===== config.mk =====
export PLATFORM = sky130hd
export DESIGN_NAME = id3ce_out_buf
export DESIGN_NICKNAME = d
export VERILOG_FILES = /design/src/rtl/id3ce_pkg.sv /design/src/rtl/id3ce_out_buf.sv
export VERILOG_INCLUDE_DIRS = /design/src /design/src/rtl
export SDC_FILE = /design/constraint.sdc
export NUM_CORES = 1
export LEC_CHECK = 0
export BUFFER_PORTS_ARGS = -buffer_cell sky130_fd_sc_hd__buf_2
export CELL_PAD_IN_SITES_DETAIL_PLACEMENT = 0
export CELL_PAD_IN_SITES_GLOBAL_PLACEMENT = 1
export CORE_UTILIZATION = 35
export DETAILED_ROUTE_END_ITERATION = 8
export GPL_TIMING_DRIVEN = 0
export PLACE_DENSITY_LB_ADDON = 0.1
export SLEW_MARGIN = 10
export SYNTH_ARGS = -nofsm -noshare
export SYNTH_HDL_FRONTEND = slang
export SYNTH_SLANG_ARGS = --single-unit

===== constraint.sdc =====
create_clock -name clk_i -period 1.98 [get_ports clk_i]
set_input_delay 0.396 -clock clk_i [delete_from_list [all_inputs] [get_ports clk_i]]
set_output_delay 0.396 -clock clk_i [all_outputs]
set_load 0.1 [all_outputs]

===== src/rtl/id3v2_cover_image_extractor_core_defines.svh =====
// Assertion macros shared by the ID3v2 cover image extractor RTL.
// Each macro expects clk_i and rst_ni to exist in the using module.
`ifndef ID3V2_COVER_IMAGE_EXTRACTOR_CORE_DEFINES_SVH
`define ID3V2_COVER_IMAGE_EXTRACTOR_CORE_DEFINES_SVH

// Same-cycle implication, checked out of reset.
`define ID3CE_ASSERT_NOW(lbl, pre, post, msg) \
  lbl: assert property (@(posedge clk_i) disable iff (!rst_ni) (pre) |-> (post)) \
    else $error(msg);

// Next-cycle implication, checked out of reset.
`define ID3CE_ASSERT_NEXT(lbl, pre, post, msg) \
  lbl: assert property (@(posedge clk_i) disable iff (!rst_ni) (pre) |=> (post)) \
    else $error(msg);

`endif


===== src/rtl/id3ce_pkg.sv =====
// Package for the ID3v2 cover image extractor: parse phases, status codes,
// result item type and header constants. No dependencies.
package id3ce_pkg;

  typedef enum logic [3:0] {
    PH_TAG   = 4'd0,
    PH_FHDR  = 4'd1,
    PH_SKIP  = 4'd2,
    PH_ENC   = 4'd3,
    PH_MIME  = 4'd4,
    PH_PTYPE = 4'd5,
    PH_DESC  = 4'd6,
    PH_IMG0  = 4'd7,
    PH_IMG   = 4'd8,
    PH_DONE  = 4'd9
  } phase_e;

  typedef enum logic [1:0] {
    ST_IMAGE    = 2'd0,
    ST_NOT_ID3  = 2'd1,
    ST_NO_COVER = 2'd2,
    ST_TRUNC    = 2'd3
  } status_e;

  typedef struct packed {
    logic [7:0] image_byte;
    logic       done_res;
    status_e    status;
  } res_t;

  localparam logic [3:0]  HdrLast     = 4'd9;   // index of the last header byte
  localparam logic [3:0]  MagicBytes  = 4'd3;
  localparam logic [3:0]  VersionIdx  = 4'd3;
  localparam logic [3:0]  SizeFirst   = 4'd6;
  localparam logic [3:0]  IdentBytes  = 4'd4;
  localparam logic [3:0]  LenEnd      = 4'd8;
  localparam logic [7:0]  SyncVersion = 8'd4;
  localparam logic [31:0] ApicId      = 32'h4150_4943;
  localparam logic [29:0] HdrBytes    = 30'd10;
  localparam int unsigned PosW        = 30;     // tag position plus one header

  function automatic logic [7:0] magic_byte(input logic [1:0] idx);
    logic [7:0] r;
    case (idx)
      2'd0:    r = 8'h49;
      2'd1:    r = 8'h44;
      default: r = 8'h33;
    endcase
    return r;
  endfunction

endpackage


===== src/rtl/id3ce_out_buf.sv =====
// Two-entry result buffer between the walker and the output channel; lets
// the input side keep taking items while a result waits. Depends on id3ce_pkg.
`include "id3v2_cover_image_extractor_core_defines.svh"

module id3ce_out_buf
  import id3ce_pkg::*;
(
  input  logic clk_i,
  input  logic rst_ni,
  input  logic push_i,
  input  res_t push_data_i,
  output logic space_o,
  output logic valid_o,
  input  logic pop_i,
  output res_t pop_data_o
);

  res_t       slot_q [2];
  logic       wr_ptr_q, rd_ptr_q;
  logic [1:0] cnt_q, cnt_d;
  logic       pop;

  assign pop        = pop_i && valid_o;
  assign valid_o    = (cnt_q != 2'd0);
  assign space_o    = (cnt_q != 2'd2);
  assign pop_data_o = slot_q[rd_ptr_q];

  always_comb begin
    cnt_d = cnt_q;
    case ({push_i, pop})
      2'b10:   cnt_d = cnt_q + 2'd1;
      2'b01:   cnt_d = cnt_q - 2'd1;
      default: cnt_d = cnt_q;
    endcase
  end

  always_ff @(posedge clk_i or negedge rst_ni) begin
    if (!rst_ni) begin
      wr_ptr_q <= 1'b0;
      rd_ptr_q <= 1'b0;
      cnt_q    <= '0;
    end else begin
      cnt_q <= cnt_d;
      if (push_i) wr_ptr_q <= ~wr_ptr_q;
      if (pop)    rd_ptr_q <= ~rd_ptr_q;
    end
  end

  always_ff @(posedge clk_i) begin
    if (push_i) slot_q[wr_ptr_q] <= push_data_i;
  end

  `ID3CE_ASSERT_NOW(a_no_overflow, cnt_q == 2'd2, !push_i, "push into full result buffer")
  `ID3CE_ASSERT_NOW(a_cnt_range, 1'b1, cnt_q != 2'd3, "result count out of range")
  `ID3CE_ASSERT_NEXT(a_ptr_track, 1'b1, (cnt_q == 2'd1) == (wr_ptr_q != rd_ptr_q), "pointers disagree with count")

endmodule


==> key figures, run 1 <==
STA
  • Setup_tns: 0 ns
  • Final Hold Vio Count: 0
  • Setup Viol. Count Final: 0
  • Least-Margin Pin Slew: 0.9303 ns
  • RSZ-0062 raised after global routing: false
  • Slew HR: 37.75%
  • Final period util: 95.74%
  • Post-Route Skew: 0.003328 ns
  • Min cycle time layout: 1.896 ns
  • Fmax: 527.5 MHz
  • Fin. max-slew vios: 0

Finish
  • # diodes: 0
  • Area Growth Syn to Fin: 23.39%
  • Share of layout cells above drive strength 1: 53.01%
  • Nets: 100
  • Fillers: 240

Die
  • IO Pins: 28
  • Die Area: 3044 µm²
  • Starting Density: 38.55%
  • CORE AREA: 2567 µm²
  • Cell Rows: 18
  • Die height: 55.18 µm
  • Die width: 55.18 µm

Logic synthesis
  • Sequential fraction of the synthesis area: 76.86%
  • Most instantiated library cell after synthesis: edfxtp_1
  • Main combinational cell family by area after synthesis: multiplexers
  • Fraction of the mapped netlist area in adder cells: 1.264%
  • Synth top cells by count: edfxtp_1 (22), mux2_2 (11), dfrtp_1 (4)
  • Synth area leaders: edfxtp_1 (67%), mux2_2 (13%), dfrtp_1 (10%), xor2_1 (2.7%), xnor2_1 (1.8%)
  • Syn avg cell area: 19.41 µm²
  • Synth Area in Compound Gates: 0%
  • Area share of xor/xnor cells in the synthesized design: 4.425%
  • Ys flop type: edfxtp_1
  • Simple-Gate Fraction of Synth Area: 3.793%
  • Net Count, Synth: 67
  • Synth unique cells: 13
  • Post-Syn Area: 989.7 µm²
  • Post-synth EDFFs: 22
  • Post-synthesis async set-or-reset flop share: 15.38%
  • Synth top area share: 66.75%
  • Multiplexer share of the synthesized area: 12.52%
  • Gate count of the mapped netlist: 51
  • FF+latch count, synth: 26
  • YS warnings: 0
  • Area leader, netlist: edfxtp_1

Worst setup path
  • Worst Setup Start Kind: flip-flop
  • R2R setup slack: 0.44 ns
  • Cell mode on critical path: buf_4
  • Worst Setup End Kind: primary output
  • Crit-path cells: buf_4 > mux2_2 > buf_4
  • Crit path max fanout: 10
  • Crit-path slowest cell: dfrtp_1
  • Worst Path Arrival: 1.50 ns
  • CP required: 1.58 ns
  • WS Path Type: reg2out
  • CP peak stage delay: 0.40 ns

Drt
  • Via count: 508
  • Drt first pass iters: 2
  • Final antenna-violating net count: 0
  • Initial drt markers: 6
  • WL/cell: 12.75 µm
  • Routed WL: 1441 µm
  • DRC: 0
  • Vias per cell: 4.496

Global routing
  • Largest net degree at the start of global routing: 15
  • First-pass GRT wire length: 2208 µm
  • Total track usage: 10.99%
  • Remaining global-route overflow: 0
  • Vias in the first global route: 524
  • Initial antenna violation count: 0

Job
  • Maxcap violations: 0

Status
  • Status: completed

Clocking
  • Post-CTS setup buffer count: 0
  • Root buf cell: clkbuf_4
  • Clock buffer count from CTS: 3
  • Clock Tree Buf Depth: 2
  • Clock transition at the registers of the reported paths: 0.12 ns
  • Sink Count: 26
  • Clock latency on the worst-skew pair: 0.30 ns
  • H-Tree Depth: 1
  • CTS tree: yes

Placed design
  • # port buffers: 27
  • RD Place Congestion: 0.6042
  • DPL Wire Length: 1028 µm

Min path
  • Hold crit path type: in2reg
## cell usage in the layout (no fill, tap or decap), drive strengths merged
cell type | Yosys | layout
xnor2 | 2 | 2
dlygate4sd3 | 0 | 1
edfxtp | 22 | 22
clkbuf | 0 | 4
dfrtp | 4 | 4
nand2b | 1 | 1
buf | 1 | 28
xor2 | 3 | 3
mux2 | 11 | 11
inv | 1 | 1
and2 | 2 | 2
or2 | 1 | 1
nor2 | 2 | 2
ha | 1 | 1
## layout make-up
cell class	instances	area, µm²	area share, %
sequential	26	760.7	62.30
tap	30	37.54	3.074
clock buffer	4	26.28	2.152
inverter	1	3.754	0.3074
buffer	1	7.507	0.6148
multi-input combinational	23	217.7	17.83
timing repair buffer	28	167.7	13.73
## final timing paths
| check | depth (start not counted) | to | from |
|---|---|---|---|
| max | 3 | pop_data_o[2] | rd_ptr_q |
| min | 1 | slot_q[0][3] | push_data_i[3] |
| max reg2reg | 5 | cnt_q[1] | cnt_q[0] |
| min reg2reg | 1 | wr_ptr_q | wr_ptr_q |
| max in group asynchronous | 2 | rd_ptr_q | rst_ni |
| min in group asynchronous | 2 | cnt_q[0] | rst_ni |
## registers in the layout (all words and copies together) (netlist names)
| signal | count |
|---|---|
| slot_q | 22 |
| wr_ptr_q | 1 |
| rd_ptr_q | 1 |
| cnt_q | 2 |
## worst max-delay path, delay by kind of cell, from the launching register on
kind                   cells  cell delay, ns
DFF                        1            0.40
muxes                      1            0.36
buffers and inverters      2            0.44
## logic make-up (layout without fill, tap and decap cells)
group | after synthesis | in the layout
buffers and inverters | 2 | 34
AND/OR/NAND/NOR | 6 | 6
adder cells (fa/ha/maj) | 1 | 1
flip-flops | 26 | 26
multiplexers | 11 | 11
XOR/XNOR | 5 | 5
## per-stage QoR
step	cell area [µm²]	setup WS (ns)	hold WS, ns	std cells	utilization [%]
2_1_floorplan	989.7	0.3613	0.1004	51	-
3_3_place_gp	1162	0.2677	0.2108	108	45.27
3_5_place_dp	1162	0.2727	0.2110	108	45.27
4_1_cts	1219	0.00003109	0.2563	113	47.47
5_1_grt	1221	0.001715	0.2527	113	47.56
6_report	1221	0.08442	0.2733	113	47.56
## routing by layer
| metal | GRT usage, % | wire, µm |
|---|---|---|
| met5 | 0 | 0 |
| met4 | 5.000 | 0 |
| met3 | 2.459 | 68 |
| met2 | 20.08 | 788 |
| met1 | 11.99 | 584 |
## timing repair
action	CTS	global route
resized for setup	8	2
endpoints found under the hold margin	4	0
setup endpoints to repair	8	1
pin swaps	0	0
hold buffers	1	0
Power of run 1 is not shown: default switching activity piles up to over one toggle a cycle in this logic, so the estimate is an artifact.
==> run 2, diff against run 1 <==
--- a/config.mk
+++ b/config.mk
@@ -9,6 +9,7 @@
 export BUFFER_PORTS_ARGS = -buffer_cell sky130_fd_sc_hd__buf_2
 export CELL_PAD_IN_SITES_DETAIL_PLACEMENT = 0
 export CELL_PAD_IN_SITES_GLOBAL_PLACEMENT = 1
+export CORE_ASPECT_RATIO = 0.7
 export CORE_UTILIZATION = 35
 export DETAILED_ROUTE_END_ITERATION = 8
 export GPL_TIMING_DRIVEN = 0
==> key figures, run 2 (same netlist as run 1, synthesis figures left out) <==
Worst setup path
  • Worst Path Arrival: 1.52 ns
  • Worst Setup End Kind: primary output
  • WS Path Type: reg2out
  • Reg2reg start: cnt_q[0]
  • Worst Setup Start Kind: flip-flop
  • Critical Path Start: rd_ptr_q
  • CP required: 1.58 ns
  • R2R setup slack: 0.44 ns
  • Worst R2R Path Depth: 5
  • FF-to-FF End: cnt_q[1]
  • Crit path max fanout: 10

Drt
  • Drt first pass iters: 4
  • Initial drt markers: 8
  • Final antenna-violating net count: 0
  • WL/cell: 12.02 µm
  • Vias per cell: 4.291
  • Via count: 502
  • DRC: 0
  • Routed WL: 1406 µm

Clocking
  • Clock latency on the worst-skew pair: 0.26 ns
  • Clock transition at the registers of the reported paths: 0.09 ns
  • Sink Count: 26
  • Clock Tree Buf Depth: 2
  • Post-CTS setup buffer count: 0
  • Clock buffer count from CTS: 3
  • CTS tree: yes
  • H-Tree Depth: 1
  • Root buf cell: clkbuf_8

STA
  • Final Hold Vio Count: 0
  • Post-Route Skew: 0.007187 ns
  • Min cycle time layout: 1.913 ns
  • Fin. max-slew vios: 0
  • Least-Margin Pin Slew: 0.9718 ns
  • RSZ-0062 raised after global routing: false
  • Setup Viol. Count Final: 0
  • Slew HR: 34.97%
  • Setup_tns: 0 ns
  • Fmax: 522.8 MHz
  • Final period util: 96.60%

Finish
  • Area of the multi-input gates: 217.7 µm²
  • Final core occ: 49.05%
  • Fillers: 214
  • Reg area: 760.7 µm²
  • Commonest non-fill, non-tap cells in the layout: buf_2 (22), edfxtp_1 (22), mux2_2 (11), dfrtp_1 (4), clkbuf_4 (4)
  • Non-filler cells, final: 117
  • Non-Filler Cell Area, Final: 1261 µm²
  • Top reg by flops: slot_q
  • Nets: 100
  • Top flop regs: slot_q: 22 flops, cnt_q: 2 flops
  • Max FFs per register: 22
  • Share of layout cells above drive strength 1: 54.22%
  • # diodes: 0
  • Area Growth Syn to Fin: 27.43%

Placed design
  • # port buffers: 27
  • Cell Area, Placed: 1167 µm²
  • RD Place Congestion: 0.7429
  • Placed Cells: 112
  • DPL Wire Length: 1000 µm

Status
  • Status: completed

Global routing
  • Initial antenna violation count: 0
  • First-pass GRT wire length: 2021 µm
  • Largest net degree at the start of global routing: 16
  • Remaining global-route overflow: 0
  • Vias in the first global route: 423
  • Total track usage: 10.10%

Job
  • Maxcap violations: 0

Die
  • CORE AREA: 2571 µm²
  • Starting Density: 38.49%
  • IO Pins: 28
  • Die width: 65.56 µm
  • Die Area: 3048 µm²
  • Cell Rows: 15
  • Die height: 46.49 µm

Min path
  • Hold Path Cell Cnt: 1
  • Hold crit path type: in2reg
  • Min-delay src: push_data_i[2]
  • WHS Endpoint: slot_q[1][2]
[run 2: cell types whose count changed in the layout (fill, tap and decap cells not counted)]
cell       change
clkbuf_4       +1
clkbuf_8       +3
buf_2          +4
bufinv_16      +1
buf_4          -8
clkbuf_1       -1
[run 2: what timing repair did]
item                                    4_1_cts  5_1_grt
resized for setup                             0        6
hold buffers                                  1        0
hold endpoints to repair                      4        0
endpoints found under the setup margin        0        5
[run 2: final cells by class]
class	count	area share, %
Clock inverter	1	2.381
Clock buffer	3	3.274
Timing Repair Buffer	28	12.50
Sequential cell	26	60.32
Tap cell	34	3.373
Buffer	1	0.5952
Multi-Input combinational cell	23	17.26
Inverter	1	0.2976
[run 2: layer usage]
layer | global-route usage (%) | routed length, µm
met1 | 12.40 | 625
met2 | 14.64 | 661
met3 | 5.941 | 112
met4 | 3.913 | 8
met5 | 0 | 0
[run 2: critical path, cell delays in order, from the launching register on]
cell and delay [ns]:
dfrtp_1 0.41, buf_4 0.20, mux2_2 0.22, buf_2 0.42
[run 2: stage by stage]
step                hold slack (ns)  setup WS, ns
global route                 0.3011      0.001172
global placement             0.2106        0.2670
floorplan                    0.1004        0.3613
detailed placement           0.2117        0.2752
finish                       0.3134       0.06725
CTS                          0.3080       0.03999
[run 2: worst max-delay path by stage]
stage                          endpoint  slack (ns)  depth (start not counted)
after floorplan                cnt_q[1]        0.36                          5
after global placement     slot_q[0][6]        0.27                          3
after detailed placement   slot_q[0][7]        0.28                          3
after CTS                 pop_data_o[2]        0.04                          3
after global routing      pop_data_o[8]       0.001                          3
final                     pop_data_o[3]        0.07                          3
Power of run 2 is left out for the same reason.
==> run 3, diff against run 2 <==
--- a/config.mk
+++ b/config.mk
@@ -6,6 +6,7 @@
 export SDC_FILE = /design/constraint.sdc
 export NUM_CORES = 1
 export LEC_CHECK = 0
+export ABC_AREA = 1
 export BUFFER_PORTS_ARGS = -buffer_cell sky130_fd_sc_hd__buf_2
 export CELL_PAD_IN_SITES_DETAIL_PLACEMENT = 0
 export CELL_PAD_IN_SITES_GLOBAL_PLACEMENT = 1
==> constraint.sdc (replaced) <==
create_clock -name clk_i -period 1.98 [get_ports clk_i]
set_input_delay 0 -clock clk_i [delete_from_list [all_inputs] [get_ports clk_i]]
set_output_delay 0 -clock clk_i [all_outputs]
set_load 0.1 [all_outputs]
==> key figures, run 3 <==
Status
  • Status: completed

Logic synthesis
  • Net Count, Synth: 102
  • YS warnings: 0
  • Sequential fraction of the synthesis area: 74.33%
  • Synth top cells by count: nand2_1 (42), edfxtp_1 (22), inv_1 (6)
  • Syn avg cell area: 11.90 µm²
  • Most instantiated library cell after synthesis: nand2_1
  • Ys flop type: edfxtp_1
  • Area leader, netlist: edfxtp_1
  • Post-synth EDFFs: 22
  • Gate count of the mapped netlist: 86
  • Synth area leaders: edfxtp_1 (65%), nand2_1 (15%), dfrtp_1 (9.8%), inv_1 (2.2%), ha_1 (1.2%)
  • Post-synthesis async set-or-reset flop share: 15.38%
  • FF+latch count, synth: 26
  • Post-Syn Area: 1023 µm²
  • Synth unique cells: 14
  • Synth top area share: 64.55%

Worst setup path
  • Worst setup endpoint: slot_q[0][5]
  • Reg2reg start: wr_ptr_q
  • Critical Path Stages: 1
  • Worst Setup Start Kind: flip-flop
  • Critical Path Start: wr_ptr_q
  • CP peak stage delay: 0.73 ns
  • Crit path max fanout: 11
  • Crit path max-delay family: simple AND/OR/NAND/NOR gates
  • Crit-path cells: nor2_1
  • Crit-path slowest cell: nor2_1
  • Worst R2R Path Depth: 1
  • Worst Path Arrival: 1.41 ns
  • FF-to-FF End: slot_q[0][5]
  • CP required: 1.87 ns
  • Worst Setup End Kind: flip-flop
  • Critical path buffers and inverters: 0
  • WS Path Type: reg2reg
  • R2R setup slack: 0.46 ns

STA
  • Fmax: 658.2 MHz
  • Setup_tns: 0 ns
  • Fin. max-slew vios: 0
  • Post-Route Skew: 0.008175 ns
  • Slew HR: 37.28%
  • RSZ-0062 raised after global routing: false
  • Final worst slack: 0.4606 ns
  • Final Hold Vio Count: 0
  • Least-Margin Pin Slew: 0.9374 ns
  • Setup Viol. Count Final: 0
  • Final period util: 76.74%
  • Min cycle time layout: 1.519 ns

Global routing
  • Largest net degree at the start of global routing: 16
  • First-pass GRT wire length: 2518 µm
  • Vias in the first global route: 548
  • Remaining global-route overflow: 0
  • Initial antenna violation count: 0
  • Total track usage: 11.99%

Finish
  • Non-filler cells, final: 167
  • Max FFs per register: 22
  • Non-Filler Cell Area, Final: 1415 µm²
  • Fillers: 257
  • # diodes: 0
  • Area Growth Syn to Fin: 38.26%
  • Top reg by flops: slot_q
  • Top flop regs: slot_q: 22 flops, cnt_q: 2 flops
  • Share of layout cells above drive strength 1: 27.48%
  • Nets: 148
  • Commonest non-fill, non-tap cell in the layout: nand2_1
  • Commonest non-fill, non-tap cells in the layout: nand2_1 (42), buf_2 (27), edfxtp_1 (22), dlygate4sd3_1 (14), inv_1 (6)

Clocking
  • Clock latency on the worst-skew pair: 0.27 ns
  • Clock transition at the registers of the reported paths: 0.09 ns
  • Clock buffer count from CTS: 3
  • Root buf cell: clkbuf_8
  • CTS tree: yes
  • Resized Gates After CTS: 0
  • Sink Count: 26
  • Hold Buf Count CTS: 14
  • Post-CTS setup buffer count: 0
  • Clock Tree Buf Depth: 2
  • H-Tree Depth: 1

Min path
  • Hold crit path type: in2async

Die
  • IO Pins: 28
  • Cell Rows: 16
  • Die Area: 3148 µm²
  • CORE AREA: 2783 µm²
  • Die height: 47.25 µm
  • Starting Density: 36.78%
  • Die width: 66.64 µm

Placed design
  • RD Place Congestion: 0.6816
  • Placed Cells: 149
  • Dpl ws: 0.4077 ns
  • DPL Wire Length: 1137 µm
  • # port buffers: 27
  • Cell Area, Placed: 1204 µm²

Drt
  • Drt first pass iters: 5
  • Via count: 698
  • Routed WL: 1746 µm
  • DRC: 0
  • WL/cell: 10.46 µm
  • Final antenna-violating net count: 0
  • Initial drt markers: 28
  • Vias per cell: 4.180

Job
  • Maxcap violations: 0
run 3: layer usage:
layer  track usage [%]  vias up  wire, µm
met2             16.57       17       795
met3             5.340        2        93
li1                  -      367         -
met4             3.830        0        11
met1             16.82      312       846
met5                 0        -         0
run 3: how the worst min path moves through the flow:
stage | startpoint | endpoint | slack [ns] | depth (start not counted)
after floorplan | rst_ni | cnt_q[0] | -0.30 | 0
after global placement | rst_ni | cnt_q[0] | -0.18 | 1
after detailed placement | rst_ni | wr_ptr_q | -0.19 | 1
after CTS | rst_ni | wr_ptr_q | 0.06 | 2
after global routing | rst_ni | cnt_q[0] | 0.08 | 2
final | rst_ni | wr_ptr_q | 0.06 | 2
run 3: cell families (layout without fill, tap and decap cells):
| kind of cell | Yosys count | in the layout | synth area share [%] |
|---|---|---|---|
| flops | 26 | 26 | 74.33 |
| simple gates | 47 | 47 | 17.97 |
| buf+inv | 10 | 55 | 4.768 |
| fa+ha+maj | 1 | 1 | 1.222 |
| xor+xnor | 2 | 2 | 1.712 |
run 3: through the flow:
| step | hold slack (ns) | util [%] |
|---|---|---|
| floorplan | -0.2956 | - |
| global placement | -0.1849 | 43.26 |
| detailed placement | -0.1864 | 43.26 |
| CTS | 0.05743 | 50.85 |
| global route | 0.08336 | 50.85 |
| finish | 0.06261 | 50.85 |
run 3: layout make-up:
type	instances	area [µm²]	area share, %
sequential	26	760.7	53.76
timing repair buffer	41	275.3	19.45
multi-input combinational	50	214.0	15.12
tap	36	45.04	3.183
clock buffer	3	41.29	2.918
clock inverter	1	30.03	2.122
inverter	8	30.03	2.122
buffer	2	18.77	1.326
Power of run 3 is left out for the same reason.
