## src/rtl/id3v2_cover_image_extractor_core_defines.svh

```systemverilog
// Assertion macros shared by the ID3v2 cover image extractor RTL.
// Each macro expects clk_i and rst_ni to exist in the using module.
`ifndef ID3V2_COVER_IMAGE_EXTRACTOR_CORE_DEFINES_SVH
`define ID3V2_COVER_IMAGE_EXTRACTOR_CORE_DEFINES_SVH

// Same-cycle implication, checked out of reset.
`define ID3CE_ASSERT_NOW(lbl, pre, post, msg) \
  lbl: assert property (@(posedge clk_i) disable iff (!rst_ni) (pre) |-> (post)) \
    else $error(msg);

// Next-cycle implication, checked out of reset.
`define ID3CE_ASSERT_NEXT(lbl, pre, post, msg) \
  lbl: assert property (@(posedge clk_i) disable iff (!rst_ni) (pre) |=> (post)) \
    else $error(msg);

`endif

```

## src/rtl/id3ce_pkg.sv

```systemverilog
// Package for the ID3v2 cover image extractor: parse phases, status codes,
// result item type and header constants. No dependencies.
package id3ce_pkg;

  typedef enum logic [3:0] {
    PH_TAG   = 4'd0,
    PH_FHDR  = 4'd1,
    PH_SKIP  = 4'd2,
    PH_ENC   = 4'd3,
    PH_MIME  = 4'd4,
    PH_PTYPE = 4'd5,
    PH_DESC  = 4'd6,
    PH_IMG0  = 4'd7,
    PH_IMG   = 4'd8,
    PH_DONE  = 4'd9
  } phase_e;

  typedef enum logic [1:0] {
    ST_IMAGE    = 2'd0,
    ST_NOT_ID3  = 2'd1,
    ST_NO_COVER = 2'd2,
    ST_TRUNC    = 2'd3
  } status_e;

  typedef struct packed {
    logic [7:0] image_byte;
    logic       done_res;
    status_e    status;
  } res_t;

  localparam logic [3:0]  HdrLast     = 4'd9;   // index of the last header byte
  localparam logic [3:0]  MagicBytes  = 4'd3;
  localparam logic [3:0]  VersionIdx  = 4'd3;
  localparam logic [3:0]  SizeFirst   = 4'd6;
  localparam logic [3:0]  IdentBytes  = 4'd4;
  localparam logic [3:0]  LenEnd      = 4'd8;
  localparam logic [7:0]  SyncVersion = 8'd4;
  localparam logic [31:0] ApicId      = 32'h4150_4943;
  localparam logic [29:0] HdrBytes    = 30'd10;
  localparam int unsigned PosW        = 30;     // tag position plus one header

  function automatic logic [7:0] magic_byte(input logic [1:0] idx);
    logic [7:0] r;
    case (idx)
      2'd0:    r = 8'h49;
      2'd1:    r = 8'h44;
      default: r = 8'h33;
    endcase
    return r;
  endfunction

endpackage

```

## src/rtl/id3ce_parser.sv

```systemverilog
// Byte-level ID3v2 tag/frame walker: one file byte per accepted item,
// at most one result item per byte. Depends on id3ce_pkg and the defines header.
`include "id3v2_cover_image_extractor_core_defines.svh"

module id3ce_parser
  import id3ce_pkg::*;
(
  input  logic       clk_i,
  input  logic       rst_ni,
  input  logic       accept_i,
  input  logic [7:0] data_byte_i,
  input  logic       end_of_file_i,
  output logic       res_valid_o,
  output res_t       res_o
);

  phase_e            phase_q, phase_d;
  logic [3:0]        hcnt_q, hcnt_d;      // tag header byte count
  logic              ver4_q, ver4_d;      // syncsafe frame sizes
  logic [27:0]       tlen_q, tlen_d;
  logic [PosW-1:0]   rel_q, rel_d;        // tag position + 10
  logic [3:0]        fcnt_q, fcnt_d;      // frame header byte count
  logic [31:0]       fid_q, fid_d;
  logic [31:0]       flen_q, flen_d;
  logic [27:0]       rem_q, rem_d;        // bytes left in current frame

  logic [27:0]       tlen_shift;
  logic [PosW-1:0]   rel_sum;
  logic              last_byte;

  always_ff @(posedge clk_i or negedge rst_ni) begin
    if (!rst_ni) begin
      phase_q <= PH_TAG;
      hcnt_q  <= '0;
      ver4_q  <= 1'b0;
      tlen_q  <= '0;
      rel_q   <= '0;
      fcnt_q  <= '0;
      fid_q   <= '0;
      flen_q  <= '0;
      rem_q   <= '0;
    end else begin
      phase_q <= phase_d;
      hcnt_q  <= hcnt_d;
      ver4_q  <= ver4_d;
      tlen_q  <= tlen_d;
      rel_q   <= rel_d;
      fcnt_q  <= fcnt_d;
      fid_q   <= fid_d;
      flen_q  <= flen_d;
      rem_q   <= rem_d;
    end
  end

  assign tlen_shift = {tlen_q[20:0], data_byte_i[6:0]};
  assign rel_sum    = rel_q + PosW'(flen_q[27:0]);
  assign last_byte  = (rem_q == 28'd1);

  always_comb begin
    phase_d     = phase_q;
    hcnt_d      = hcnt_q;
    ver4_d      = ver4_q;
    tlen_d      = tlen_q;
    rel_d       = rel_q;
    fcnt_d      = fcnt_q;
    fid_d       = fid_q;
    flen_d      = flen_q;
    rem_d       = rem_q;
    res_valid_o = 1'b0;
    res_o       = '{image_byte: 8'd0, done_res: 1'b0, status: ST_IMAGE};

    if (accept_i) begin
      if (end_of_file_i) begin
        case (phase_q)
          PH_TAG: begin
            res_valid_o = 1'b1;
            res_o       = '{image_byte: 8'd0, done_res: 1'b1, status: ST_NOT_ID3};
          end
          PH_IMG: begin
            res_valid_o = 1'b1;
            res_o       = '{image_byte: 8'd0, done_res: 1'b1, status: ST_TRUNC};
          end
          PH_DONE: ;
          default: begin
            res_valid_o = 1'b1;
            res_o       = '{image_byte: 8'd0, done_res: 1'b1, status: ST_NO_COVER};
          end
        endcase
        phase_d = PH_TAG;
        hcnt_d  = '0;
        ver4_d  = 1'b0;
        tlen_d  = '0;
        rel_d   = '0;
        fcnt_d  = '0;
        fid_d   = '0;
        flen_d  = '0;
        rem_d   = '0;
      end else begin
        case (phase_q)
          PH_TAG: begin
            if (hcnt_q < MagicBytes && data_byte_i != magic_byte(hcnt_q[1:0])) begin
              res_valid_o = 1'b1;
              res_o       = '{image_byte: 8'd0, done_res: 1'b1, status: ST_NOT_ID3};
              phase_d     = PH_DONE;
            end else begin
              if (hcnt_q == VersionIdx) ver4_d = (data_byte_i >= SyncVersion);
              if (hcnt_q >= SizeFirst) tlen_d = tlen_shift;
              hcnt_d = hcnt_q + 4'd1;
              if (hcnt_q == HdrLast) begin
                rel_d = HdrBytes;
                if (HdrBytes < {2'b00, tlen_shift}) begin
                  phase_d = PH_FHDR;
                  fcnt_d  = '0;
                  fid_d   = '0;
                  flen_d  = '0;
                end else begin
                  res_valid_o = 1'b1;
                  res_o = '{image_byte: 8'd0, done_res: 1'b1, status: ST_NO_COVER};
                  phase_d = PH_DONE;
                end
              end
            end
          end
          PH_FHDR: begin
            if (fcnt_q < IdentBytes) begin
              fid_d = {fid_q[23:0], data_byte_i};
            end else if (fcnt_q < LenEnd) begin
              flen_d = ver4_q ? {flen_q[24:0], data_byte_i[6:0]}
                              : {flen_q[23:0], data_byte_i};
            end
            fcnt_d = fcnt_q + 4'd1;
            if (fcnt_q == HdrLast) begin
              rel_d = rel_q + HdrBytes;
              if (flen_q == 32'd0 || flen_q > {4'd0, tlen_q}) begin
                res_valid_o = 1'b1;
                res_o = '{image_byte: 8'd0, done_res: 1'b1, status: ST_NO_COVER};
                phase_d = PH_DONE;
              end else begin
                rem_d   = flen_q[27:0];
                phase_d = (fid_q == ApicId) ? PH_ENC : PH_SKIP;
              end
            end
          end
          PH_SKIP: begin
            rem_d = rem_q - 28'd1;
            if (last_byte) begin
              rel_d = rel_sum;
              if (rel_sum < {2'b00, tlen_q}) begin
                phase_d = PH_FHDR;
                fcnt_d  = '0;
                fid_d   = '0;
                flen_d  = '0;
              end else begin
                res_valid_o = 1'b1;
                res_o = '{image_byte: 8'd0, done_res: 1'b1, status: ST_NO_COVER};
                phase_d = PH_DONE;
              end
            end
          end
          PH_ENC, PH_MIME, PH_PTYPE, PH_DESC: begin
            if (last_byte) begin
              res_valid_o = 1'b1;
              res_o = '{image_byte: 8'd0, done_res: 1'b1, status: ST_NO_COVER};
              phase_d = PH_DONE;
            end else begin
              rem_d = rem_q - 28'd1;
              case (phase_q)
                PH_ENC:   phase_d = PH_MIME;
                PH_MIME:  phase_d = (data_byte_i == 8'd0) ? PH_PTYPE : PH_MIME;
                PH_PTYPE: phase_d = PH_DESC;
                default:  phase_d = (data_byte_i == 8'd0) ? PH_IMG0 : PH_DESC;
              endcase
            end
          end
          PH_IMG0, PH_IMG: begin
            res_valid_o = 1'b1;
            if (last_byte) begin
              res_o   = '{image_byte: data_byte_i, done_res: 1'b1, status: ST_IMAGE};
              phase_d = PH_DONE;
            end else begin
              res_o   = '{image_byte: data_byte_i, done_res: 1'b0, status: ST_IMAGE};
              phase_d = PH_IMG;
              rem_d   = rem_q - 28'd1;
            end
          end
          default: ;
        endcase
      end
    end
  end

  // once a final result went out, data bytes are swallowed silently
  `ID3CE_ASSERT_NOW(a_done_quiet, accept_i && !end_of_file_i && phase_q == PH_DONE, !res_valid_o, "result after final item")
  // a final result always parks the walker or restarts it
  `ID3CE_ASSERT_NEXT(a_final_parks, res_valid_o && res_o.done_res, phase_q == PH_DONE || phase_q == PH_TAG, "walker kept running after final item")
  // image phase is only entered by emitting a byte
  `ID3CE_ASSERT_NEXT(a_img_entry, accept_i && !end_of_file_i && phase_q == PH_IMG0 && !res_valid_o, 1'b0, "image byte dropped")

endmodule

```

## config.mk

```make
export PLATFORM = sky130hd
export DESIGN_NAME = id3ce_parser
export DESIGN_NICKNAME = d
export VERILOG_FILES = /design/src/rtl/id3ce_pkg.sv /design/src/rtl/id3ce_parser.sv
export VERILOG_INCLUDE_DIRS = /design/src /design/src/rtl
export SDC_FILE = /design/constraint.sdc
export NUM_CORES = 1
export LEC_CHECK = 0
export BUFFER_PORTS_ARGS = -buffer_cell sky130_fd_sc_hd__buf_2
export CAP_MARGIN = 25
export CORE_AREA = 2 2 174 176
export CTS_CLUSTER_SIZE = 12
export DETAILED_ROUTE_END_ITERATION = 10
export DIE_AREA = 0 0 176 178
export PLACE_DENSITY_LB_ADDON = 0.1
export SETUP_SLACK_MARGIN = 0.3
export SYNTH_ARGS = -nofsm -noshare
export SYNTH_HDL_FRONTEND = slang
export SYNTH_SLANG_ARGS = --single-unit
```

## constraint.sdc

```tcl
create_clock -name clk_i -period 6.3 [get_ports clk_i]
set_input_delay 0.315 -clock clk_i [delete_from_list [all_inputs] [get_ports clk_i]]
set_output_delay 0.315 -clock clk_i [all_outputs]
set_load 0.005 [all_outputs]
```

==> reports/metrics.cfg, run 1 <==
[yosys]
synth_area_sq_um=11600
synth_warnings=0
syn_avg_cell_area_sq_um=8.82
synth_edf_count=0
yosysUniqueCellTypes=83
synth-seq-cells=163
yosysTopAreaCellShare=0.352
synth.most_common_cell=dfrtp_1
ys_top_cells_by_area=dfrtp_1 (35%), ha_1 (9.9%), o21ai_0 (4.1%), a21oi_1 (4.1%), nand2_1 (3.3%)
synth_nets=1419
synth_common_cells=dfrtp_1 (163), nand2_1 (102), nor2_1 (97), o21ai_0 (95), a21oi_1 (94)
async_flop_share=1.00
synthCells=1314
synth_flop_cell=dfrtp_1
yosys.area.top_type=dfrtp_1
synth_seq_area_share=0.352

[critical_path]
worstPathArrival_ns=5.35
r2r_end=flen_q[6]$_DFFE_PN0P_
worstPathRequired_ns=5.98
crit_chain=ha_1 > inv_1 > fa_1 > nor2b_1 > o31a_1 > o21a_1 > o31ai_4 > o221ai_4 > a21o_4 > a221oi_4 > xnor2_1 > ha_1 > o21ai_0 > nor2_1 > o221a_2 > o21ai_0 > o2111ai_1 > a211o_1 > a21oi_4 > nand2b_4 > a21o_1 > a41oi_1 > buf_2
endpoint=res_valid_o
r2r_cells=22
setup.worst_path.end_class=output pin
r2r-start=flen_q[0]$_DFFE_PN0P_
crit_type=reg2out
crit_start=flen_q[0]$_DFFE_PN0P_
cp-start-kind=flip-flop
r2r_slack_ns=0.95
crit_fanout=7
crit_slowest_cell=dfrtp_2
slowest_delay_ns=0.46

[clocking]
cts.path.max_buffers=2
clkSlewWorstSetupHoldPaths_ns=0.08
clock_latency_ns=0.45
cts_sinks=163
cts_made_buffers=17
cts_tree=yes
cts_max_level=4
root_buffer=clkbuf_16

[final_layout]
drive_gt1_frac=0.0843
postLayoutCoreUtil=0.435
instances_no_fill=1718
n_antenna_cell=0
final_nets=1420
syn2layout_area_growth_pct=10.4

[detailed_routing]
vias_per_cell=6.02
postRouteAntennaNets=0
via_count=10347
drt-total-wl_mm=37.2
remaining_drc_errors=0
first_pass_iters=5
wire_per_inst_um=21.7
drt-initial-drc-count=1013

[sta]
fin_crit_sh=0.900
fin_skew_ns=0.0187
drv_slew=0
rsz0062_at_grt=no
tightest_slew_ns=0.964
tns_ns=0
setup_violations=0
finalHoldViolCount=0
relSlewSlack=0.357
fin_crit_ns=5.67
fmax_mhz=176

[floorplanning]
die_w_um=176
row_count=63
coreArea_sq_um=29400
die_area_sq_um=31300
initial_core_util=0.394
die_y_um=178
io_pins=24

[run]
max_cap_viol_count=0

[power]
p_leak_nw=5.69
power_density_nw_per_um2=339
power.total_mw=4.33
p_clk_frac=0.256
peakVddDrop_v=0.000226
pwr-share-seq=0.316
comb_power_share=0.428
p_sw_mw=1.95
p_sw_frac=0.450
internal_power_mw=2.38

[global_route]
grt_pass1_vias=9837
grt_pass1_wl_mm=58.8
overflow=0
antenna_found_initial=0
track_usage=0.243
grt_max_degree=95

[run_status]
outcome=finished, final reports clean

[placement]
place_inst=1682
gp_congestion=0.922
dp_hpwl_mm=27.1
portBuffers=23

[hold_path]
holdPathStages=3
hold_path_class=in2reg

## per-layer routing
layer	share of wire	routed length, um	track usage	up-vias
met5	0	0	0	-
met4	0.020	731	0.0661	0
met3	0.044	1630	0.0354	34
met2	0.46	17200	0.390	295
met1	0.48	17700	0.343	5066
li1	-	-	-	4952
## flip-flops by register name (all words and copies together) (netlist names)
register and cells:
fcnt_q 4, fid_q 32, flen_q 32, hcnt_q 4, phase_q 4, rel_q 30
rem_q 28, tlen_q 28, ver4_q 1
## stage by stage
stage	hold WS, ns	cell area [sq um]	worst slack (ns)
2_1_floorplan	0.0194	11600	1.58
3_3_place_gp	0.460	12100	0.747
3_5_place_dp	0.466	12100	0.676
4_1_cts	0.196	12700	0.330
5_1_grt	0.200	12800	0.303
6_report	0.204	12800	0.630
## cell families after synthesis
logic type | count (synthesis) | share of synthesized area
compound gates | 462 | 0.268
simple gates | 413 | 0.184
buf+inv | 118 | 0.0429
fa+ha+maj | 94 | 0.102
xor+xnor | 35 | 0.0265
mux | 29 | 0.0253
flops | 163 | 0.352
## critical path: cells and delay by family, from the launching register on
kind            cells  cell delay (ns)
fa+ha+maj           3             0.76
buf+inv             2             0.23
simple gates        3             0.31
flops               1             0.46
compound gates     14             2.87
xor+xnor            1             0.26
## worst min path at each step
stage,start,endpoint,slack [ns]
global route,data_byte_i[7],fid_q[7]$_DFFE_PN0P_,0.20
global placement,tlen_q[22]$_DFFE_PN0P_,tlen_q[22]$_DFFE_PN0P_,0.46
floorplan,rst_ni,fcnt_q[0]$_DFFE_PN0P_,0.02
detailed placement,tlen_q[25]$_DFFE_PN0P_,tlen_q[25]$_DFFE_PN0P_,0.47
finish,data_byte_i[5],tlen_q[5]$_DFFE_PN0P_,0.20
CTS,data_byte_i[5],tlen_q[5]$_DFFE_PN0P_,0.20
## cell type report
type	instances	area (sq um)
Clock buffer	18	439
Clock inverter	14	169
Fill cell	2913	16600
Inverter	53	199
Multi-Input combinational cell	1033	7080
Sequential cell	163	4080
Tap cell	390	488
Timing Repair Buffer	47	335
## timing repair
item,4_1_cts,5_1_grt
hold endpoints to repair,12,0
cloned,0,0
setup endpoints to repair,3,3
hold buffers,1,0
buffers inserted,0,1
gates resized for setup,1,10
pin swaps,0,2
## layout by cell type (no fill, tap or decap), types with 10 or more instances in the layout
cell       synthesis  final
dfrtp_1          163    162
nand2_1          102    102
nor2_1            97     96
o21ai_0           95     94
ha_1              92     92
a21oi_1           94     91
inv_1             53     53
a22o_1            40     40
o31ai_1           32     32
o21ai_1           30     31
a21o_1            30     29
nor3_1            28     28
nor4_1            28     28
xnor2_1           27     27
o2bb2ai_1         27     27
mux2i_1           27     27
nand4_1           25     25
nand3_1           25     25
buf_2             10     22
and3_1            21     21
buf_4              5     20
nand2b_1          19     18
a22oi_1           17     17
clkbuf_16          0     17
and2_1            16     16
a31oi_1           14     14
nor4b_1           10     10
## power groups by stage
| stage | Sequential, mW | Clock (mW) | Combinational, mW |
|---|---|---|---|
| 5_1_grt | 1.39 | 1.17 | 2.05 |
| 4_1_cts | 1.37 | 1.13 | 1.83 |
| 2_1_floorplan | 1.31 | 0 | 1.34 |
| 3_3_place_gp | 1.39 | 0 | 1.80 |
| 3_5_place_dp | 1.39 | 0 | 1.81 |
| 6_report | 1.37 | 1.11 | 1.85 |
Note: power is estimated with default switching activity, not from simulation.
==> run 2, diff against run 1 <==
Settings changed: PLACE_DENSITY_LB_ADDON 0.1 to 0.2.
==> run 2 against run 1 <==
- clock power hardly changed
- combinational power hardly changed
- first-iteration DRC count is 6.6% lower
- clock skew is 0.0018 ns lower
- critical endpoint unchanged
- die area stayed put
- total power is 0.18% lower
==> reports/metrics.cfg, run 2 (synthesis gave the netlist of run 1 again) <==
[run_status]
outcome=finished, final reports clean

[final_layout]
n_antenna_cell=0
largestRegisters=fid_q: 32 flops, flen_q: 32 flops, rel_q: 30 flops
syn2layout_area_growth_pct=10.8
n_fill_cell=2851
layout_commonest_cell=dfrtp_1
drive_gt1_frac=0.0893
final_cell_mix=dfrtp_1 (161), nand2_1 (102), nor2_1 (96)
instances_no_fill=1722
final_nets=1425

[clocking]
root_buffer=clkbuf_16
cts.path.max_buffers=2
cts_max_level=4
cts_made_buffers=17
clkSlewWorstSetupHoldPaths_ns=0.07
cts_tree=yes
clock_latency_ns=0.45
cts_sinks=163

[critical_path]
crit_type=reg2out
worstPathRequired_ns=5.98
crit_fanout=7
setup.worst_path.end_class=output pin
cp-start-kind=flip-flop
worstPathArrival_ns=5.43

[detailed_routing]
first_pass_iters=7
wire_per_inst_um=21.0
postRouteAntennaNets=0
drt-initial-drc-count=946
vias_per_cell=6.03
drt-total-wl_mm=36.1
remaining_drc_errors=0
via_count=10388

[floorplanning]
initial_core_util=0.394
die_y_um=178
die_w_um=176
io_pins=24
coreArea_sq_um=29400
die_area_sq_um=31300
row_count=63

[global_route]
overflow=0
grt_pass1_vias=9774
grt_max_degree=80
antenna_found_initial=0
grt_pass1_wl_mm=57.3
track_usage=0.235

[placement]
portBuffers=23
dp_hpwl_mm=26.3
place_inst=1687
gp_congestion=0.891

[hold_path]
hold_path_class=in2reg

[power]
p_leak_nw=5.73
peakVddDrop_v=0.000243
power_density_nw_per_um2=337

[sta]
setup_violations=0
tns_ns=0
drv_slew=0
whs_ns=0.209
finalHoldViolCount=0
rsz0062_at_grt=no
relSlewSlack=0.356
fmax_mhz=174
fin_crit_sh=0.911
fin_crit_ns=5.74
fin_skew_ns=0.0169
tightest_slew_ns=0.963

[run]
max_cap_viol_count=0

## run 2: cell types whose count changed in the layout (fill, tap and decap cells not counted), moves of 2 or more
cell and delta:
inv_8 -3, buf_4 +7, bufinv_16 +2, xnor2_2 +2
xnor2_1 -2
## run 2: final cells by class
class	instances	area (sq um)	share of cell area
tap	390	488	0.0380
timing repair buffer	52	349	0.0272
clock inverter	14	200	0.0156
sequential	163	4080	0.318
clock buffer	17	425	0.0331
inverter	53	199	0.0155
multi-input combinational	1033	7100	0.553
## run 2: worst paths after layout
kind	startpoint	endpoint	slack (ns)	depth (start not counted)
max	flen_q[2]$_DFFE_PN0P_	res_valid_o	0.56	21
min	data_byte_i[7]	fid_q[7]$_DFFE_PN0P_	0.21	2
max reg2reg	flen_q[2]$_DFFE_PN0P_	flen_q[6]$_DFFE_PN0P_	0.79	21
min reg2reg	tlen_q[24]$_DFFE_PN0P_	tlen_q[24]$_DFFE_PN0P_	0.48	2
max in group asynchronous	rst_ni	rem_q[2]$_DFFE_PN0P_	4.65	3
min in group asynchronous	rst_ni	fid_q[31]$_DFFE_PN0P_	0.48	2
## run 2: what timing repair did
action	in CTS	in global routing
buffers inserted	0	3
hold endpoints to repair	77	0
setup endpoints to repair	3	3
hold buffers	1	0
gates resized for setup	5	8
pin swaps	0	3
## run 2: metrics by stage
stage	power [mW]	cell area (sq um)	utilization	worst slack, ns
5_1_grt	4.62	12800	0.437	0.315
3_5_place_dp	3.17	12100	0.412	0.558
4_1_cts	4.32	12800	0.434	0.340
6_report	4.32	12800	0.437	0.559
3_3_place_gp	3.14	12100	0.411	0.567
2_1_floorplan	2.65	11600	-	1.58
## run 2: critical path, stage by stage, from the launching register on
cell,delay [ns]
dfrtp_2,0.49
ha_1,0.35
nor2b_1,0.16
o31a_1,0.25
o21a_1,0.22
o31ai_4,0.27
o221ai_4,0.18
a21o_4,0.26
a221o_1,0.40
a21oi_2,0.20
xnor2_2,0.16
ha_1,0.29
a21o_1,0.17
a21o_1,0.19
a21oi_2,0.16
o2111ai_1,0.14
a211o_1,0.29
a21oi_4,0.19
nand2b_4,0.18
a21o_1,0.13
a41oi_1,0.12
buf_2,0.17
## run 2: routing by layer
| metal | global-route usage | share of wire | vias to the layer above |
|---|---|---|---|
| li1 | - | - | 4971 |
| met1 | 0.330 | 0.47 | 5077 |
| met2 | 0.372 | 0.45 | 282 |
| met3 | 0.0354 | 0.049 | 58 |
| met4 | 0.0792 | 0.027 | 0 |
| met5 | 0 | 0 | - |
## run 2: where the power goes
part | switching [mW] | internal [mW] | total [mW]
clock network | 0.500 | 0.637 | 1.14
registers | 0.174 | 1.19 | 1.36
logic | 1.21 | 0.611 | 1.82
==> run 3, diff against run 2 <==
Settings changed: MAX_ROUTING_LAYER set to met4, PLACE_DENSITY set to 0.51, PLACE_DENSITY_LB_ADDON 0.2 to unset.
==> run 3 against run 2 <==
- final area fell by 0.61%
- global-route usage grew 1.5 points
- setup slack worse by 0.027 ns
- utilization fell by 0.27 points
- sequential power about the same
- sequential cell count did not move
- count of clock-buffer cells in the layout increased by 1
- non-clock buffer count fell by 4
- worst hold slack lost 0.017 ns
- highest routed layer unchanged
==> reports/metrics.cfg, run 3 (synthesis gave the netlist of run 1 again) <==
[critical_path]
cp_num_buf_inv=1
crit_chain=ha_1 > nor2b_1 > o31a_1 > o21a_1 > o31ai_4 > o221ai_4 > a21o_4 > a221oi_4 > o21ai_1 > xor2_1 > ha_1 > a21o_1 > a21o_1 > a21o_1 > a21oi_2 > o2111ai_1 > a211o_1 > a21oi_4 > nand2b_4 > a21o_1 > a41oi_1 > buf_2
crit_family=compound AO/OA/AOI/OAI gates
crit_fanout=7
worstPathArrival_ns=5.45
cp-start-kind=flip-flop
cpMostUsedCell=a21o_1
slowest_delay_ns=0.56
worstPathRequired_ns=5.98
setup.worst_path.end_class=output pin
crit_type=reg2out
crit_slowest_cell=dfrtp_1

[detailed_routing]
drt-initial-drc-count=966
remaining_drc_errors=0
vias_per_cell=5.98
via_count=10282
drt-total-wl_mm=37.0
postRouteAntennaNets=0
first_pass_iters=5
wire_per_inst_um=21.5

[clocking]
cts_sinks=163
cts_tree=yes
clock_latency_ns=0.45
root_buffer=clkbuf_16
cts_max_level=4
cts_made_buffers=17
clkSlewWorstSetupHoldPaths_ns=0.08
cts.path.max_buffers=2

[global_route]
grt_pass1_wl_mm=58.6
antenna_found_initial=0
grt_pass1_vias=9817
grt_max_degree=89
overflow=0
track_usage=0.250

[placement]
portBuffers=23
placed_area_sq_um=12100
gp_congestion=0.882
dp_hpwl_mm=26.9
place_inst=1682

[floorplanning]
die_area_sq_um=31300
die_w_um=176
row_count=63
io_pins=24
coreArea_sq_um=29400
initial_core_util=0.394
die_y_um=178

[sta]
rsz0062_at_grt=no
finalHoldViolCount=0
tightest_slew_ns=0.930
fmax_mhz=173
fin_crit_sh=0.916
fin_crit_ns=5.77
drv_slew=0
relSlewSlack=0.380
fin_skew_ns=0.0135
tns_ns=0
setup_violations=0

[final_layout]
design_area_sq_um=12800
largestRegisters=fid_q: 32 flops, flen_q: 32 flops, rel_q: 30 flops
instances_no_fill=1719
syn2layout_area_growth_pct=10.1
final_nets=1421
final_cell_mix=dfrtp_1 (162), nand2_1 (102), nor2_1 (96)
layout_commonest_cell=dfrtp_1
drive_gt1_frac=0.0850
n_antenna_cell=0

[power]
power_density_nw_per_um2=334
peakVddDrop_v=0.000220
p_leak_nw=5.68

[run]
max_cap_viol_count=0

[hold_path]
hold_path_class=in2reg

[run_status]
outcome=finished, final reports clean

## run 3: cell count changes in the layout (fill, tap and decap cells not counted), sizes merged
cell / previous run / this run
clkinv: 4 / 3
bufinv: 3 / 0
clkinvlp: 2 / 3
inv: 58 / 61
buf: 51 / 47
clkbuf: 17 / 18
## run 3: timing repair
item | in CTS | in global routing
buffers inserted | 0 | 1
endpoints found under the hold margin | 41 | 0
endpoints found under the setup margin | 3 | 3
hold buffers | 1 | 0
resized for setup | 1 | 12
pin swaps | 0 | 1
## run 3: metrics by stage
step	utilization	hold WS [ns]	power (mW)	setup slack [ns]
finish	0.434	0.192	4.26	0.532
global route	0.434	0.190	4.56	0.249
CTS	0.430	0.185	4.26	0.321
detailed placement	0.410	0.467	3.19	0.683
global placement	0.410	0.462	3.18	0.677
floorplan	-	0.0194	2.65	1.58
## run 3: tightest hold or removal path: stages
cell	delay, ns
buf_2	0.15
nand2b_1	0.08
o21ai_0	0.06
## run 3: worst paths after layout
path | startpoint | end | slack (ns) | cells past startpoint
min in group asynchronous | rst_ni | fid_q[30]$_DFFE_PN0P_ | 0.50 | 2
hold / removal | data_byte_i[5] | tlen_q[5]$_DFFE_PN0P_ | 0.19 | 3
setup reg to reg | flen_q[2]$_DFFE_PN0P_ | flen_q[6]$_DFFE_PN0P_ | 0.89 | 21
hold reg to reg | tlen_q[27]$_DFFE_PN0P_ | tlen_q[27]$_DFFE_PN0P_ | 0.48 | 2
max in group asynchronous | rst_ni | rel_q[24]$_DFFE_PN0P_ | 4.58 | 4
setup / recovery | flen_q[2]$_DFFE_PN0P_ | res_valid_o | 0.53 | 22
## run 3: where the power goes
| part | switching, mW | leakage (nW) | internal (mW) |
|---|---|---|---|
| Clock | 0.526 | 0.269 | 0.525 |
| Combinational | 1.22 | 3.16 | 0.615 |
| Sequential | 0.179 | 2.24 | 1.19 |
| Total | 1.93 | 5.68 | 2.33 |
## run 3: routing by layer
metal | vias up | GRT usage | wire [um]
li1 | 4958 | - | -
met1 | 5023 | 0.334 | 17500
met2 | 254 | 0.385 | 16900
met3 | 47 | 0.0524 | 1860
met4 | 0 | 0.0716 | 781
met5 | - | - | 0
## run 3: area by class of cell
class / instances / area [sq um]
timing repair buffer: 48 / 339
multi-input combinational: 1033 / 7090
tap: 390 / 488
fill: 2875 / 16600
clock buffer: 18 / 429
sequential: 163 / 4080
clock inverter: 14 / 136
inverter: 53 / 199
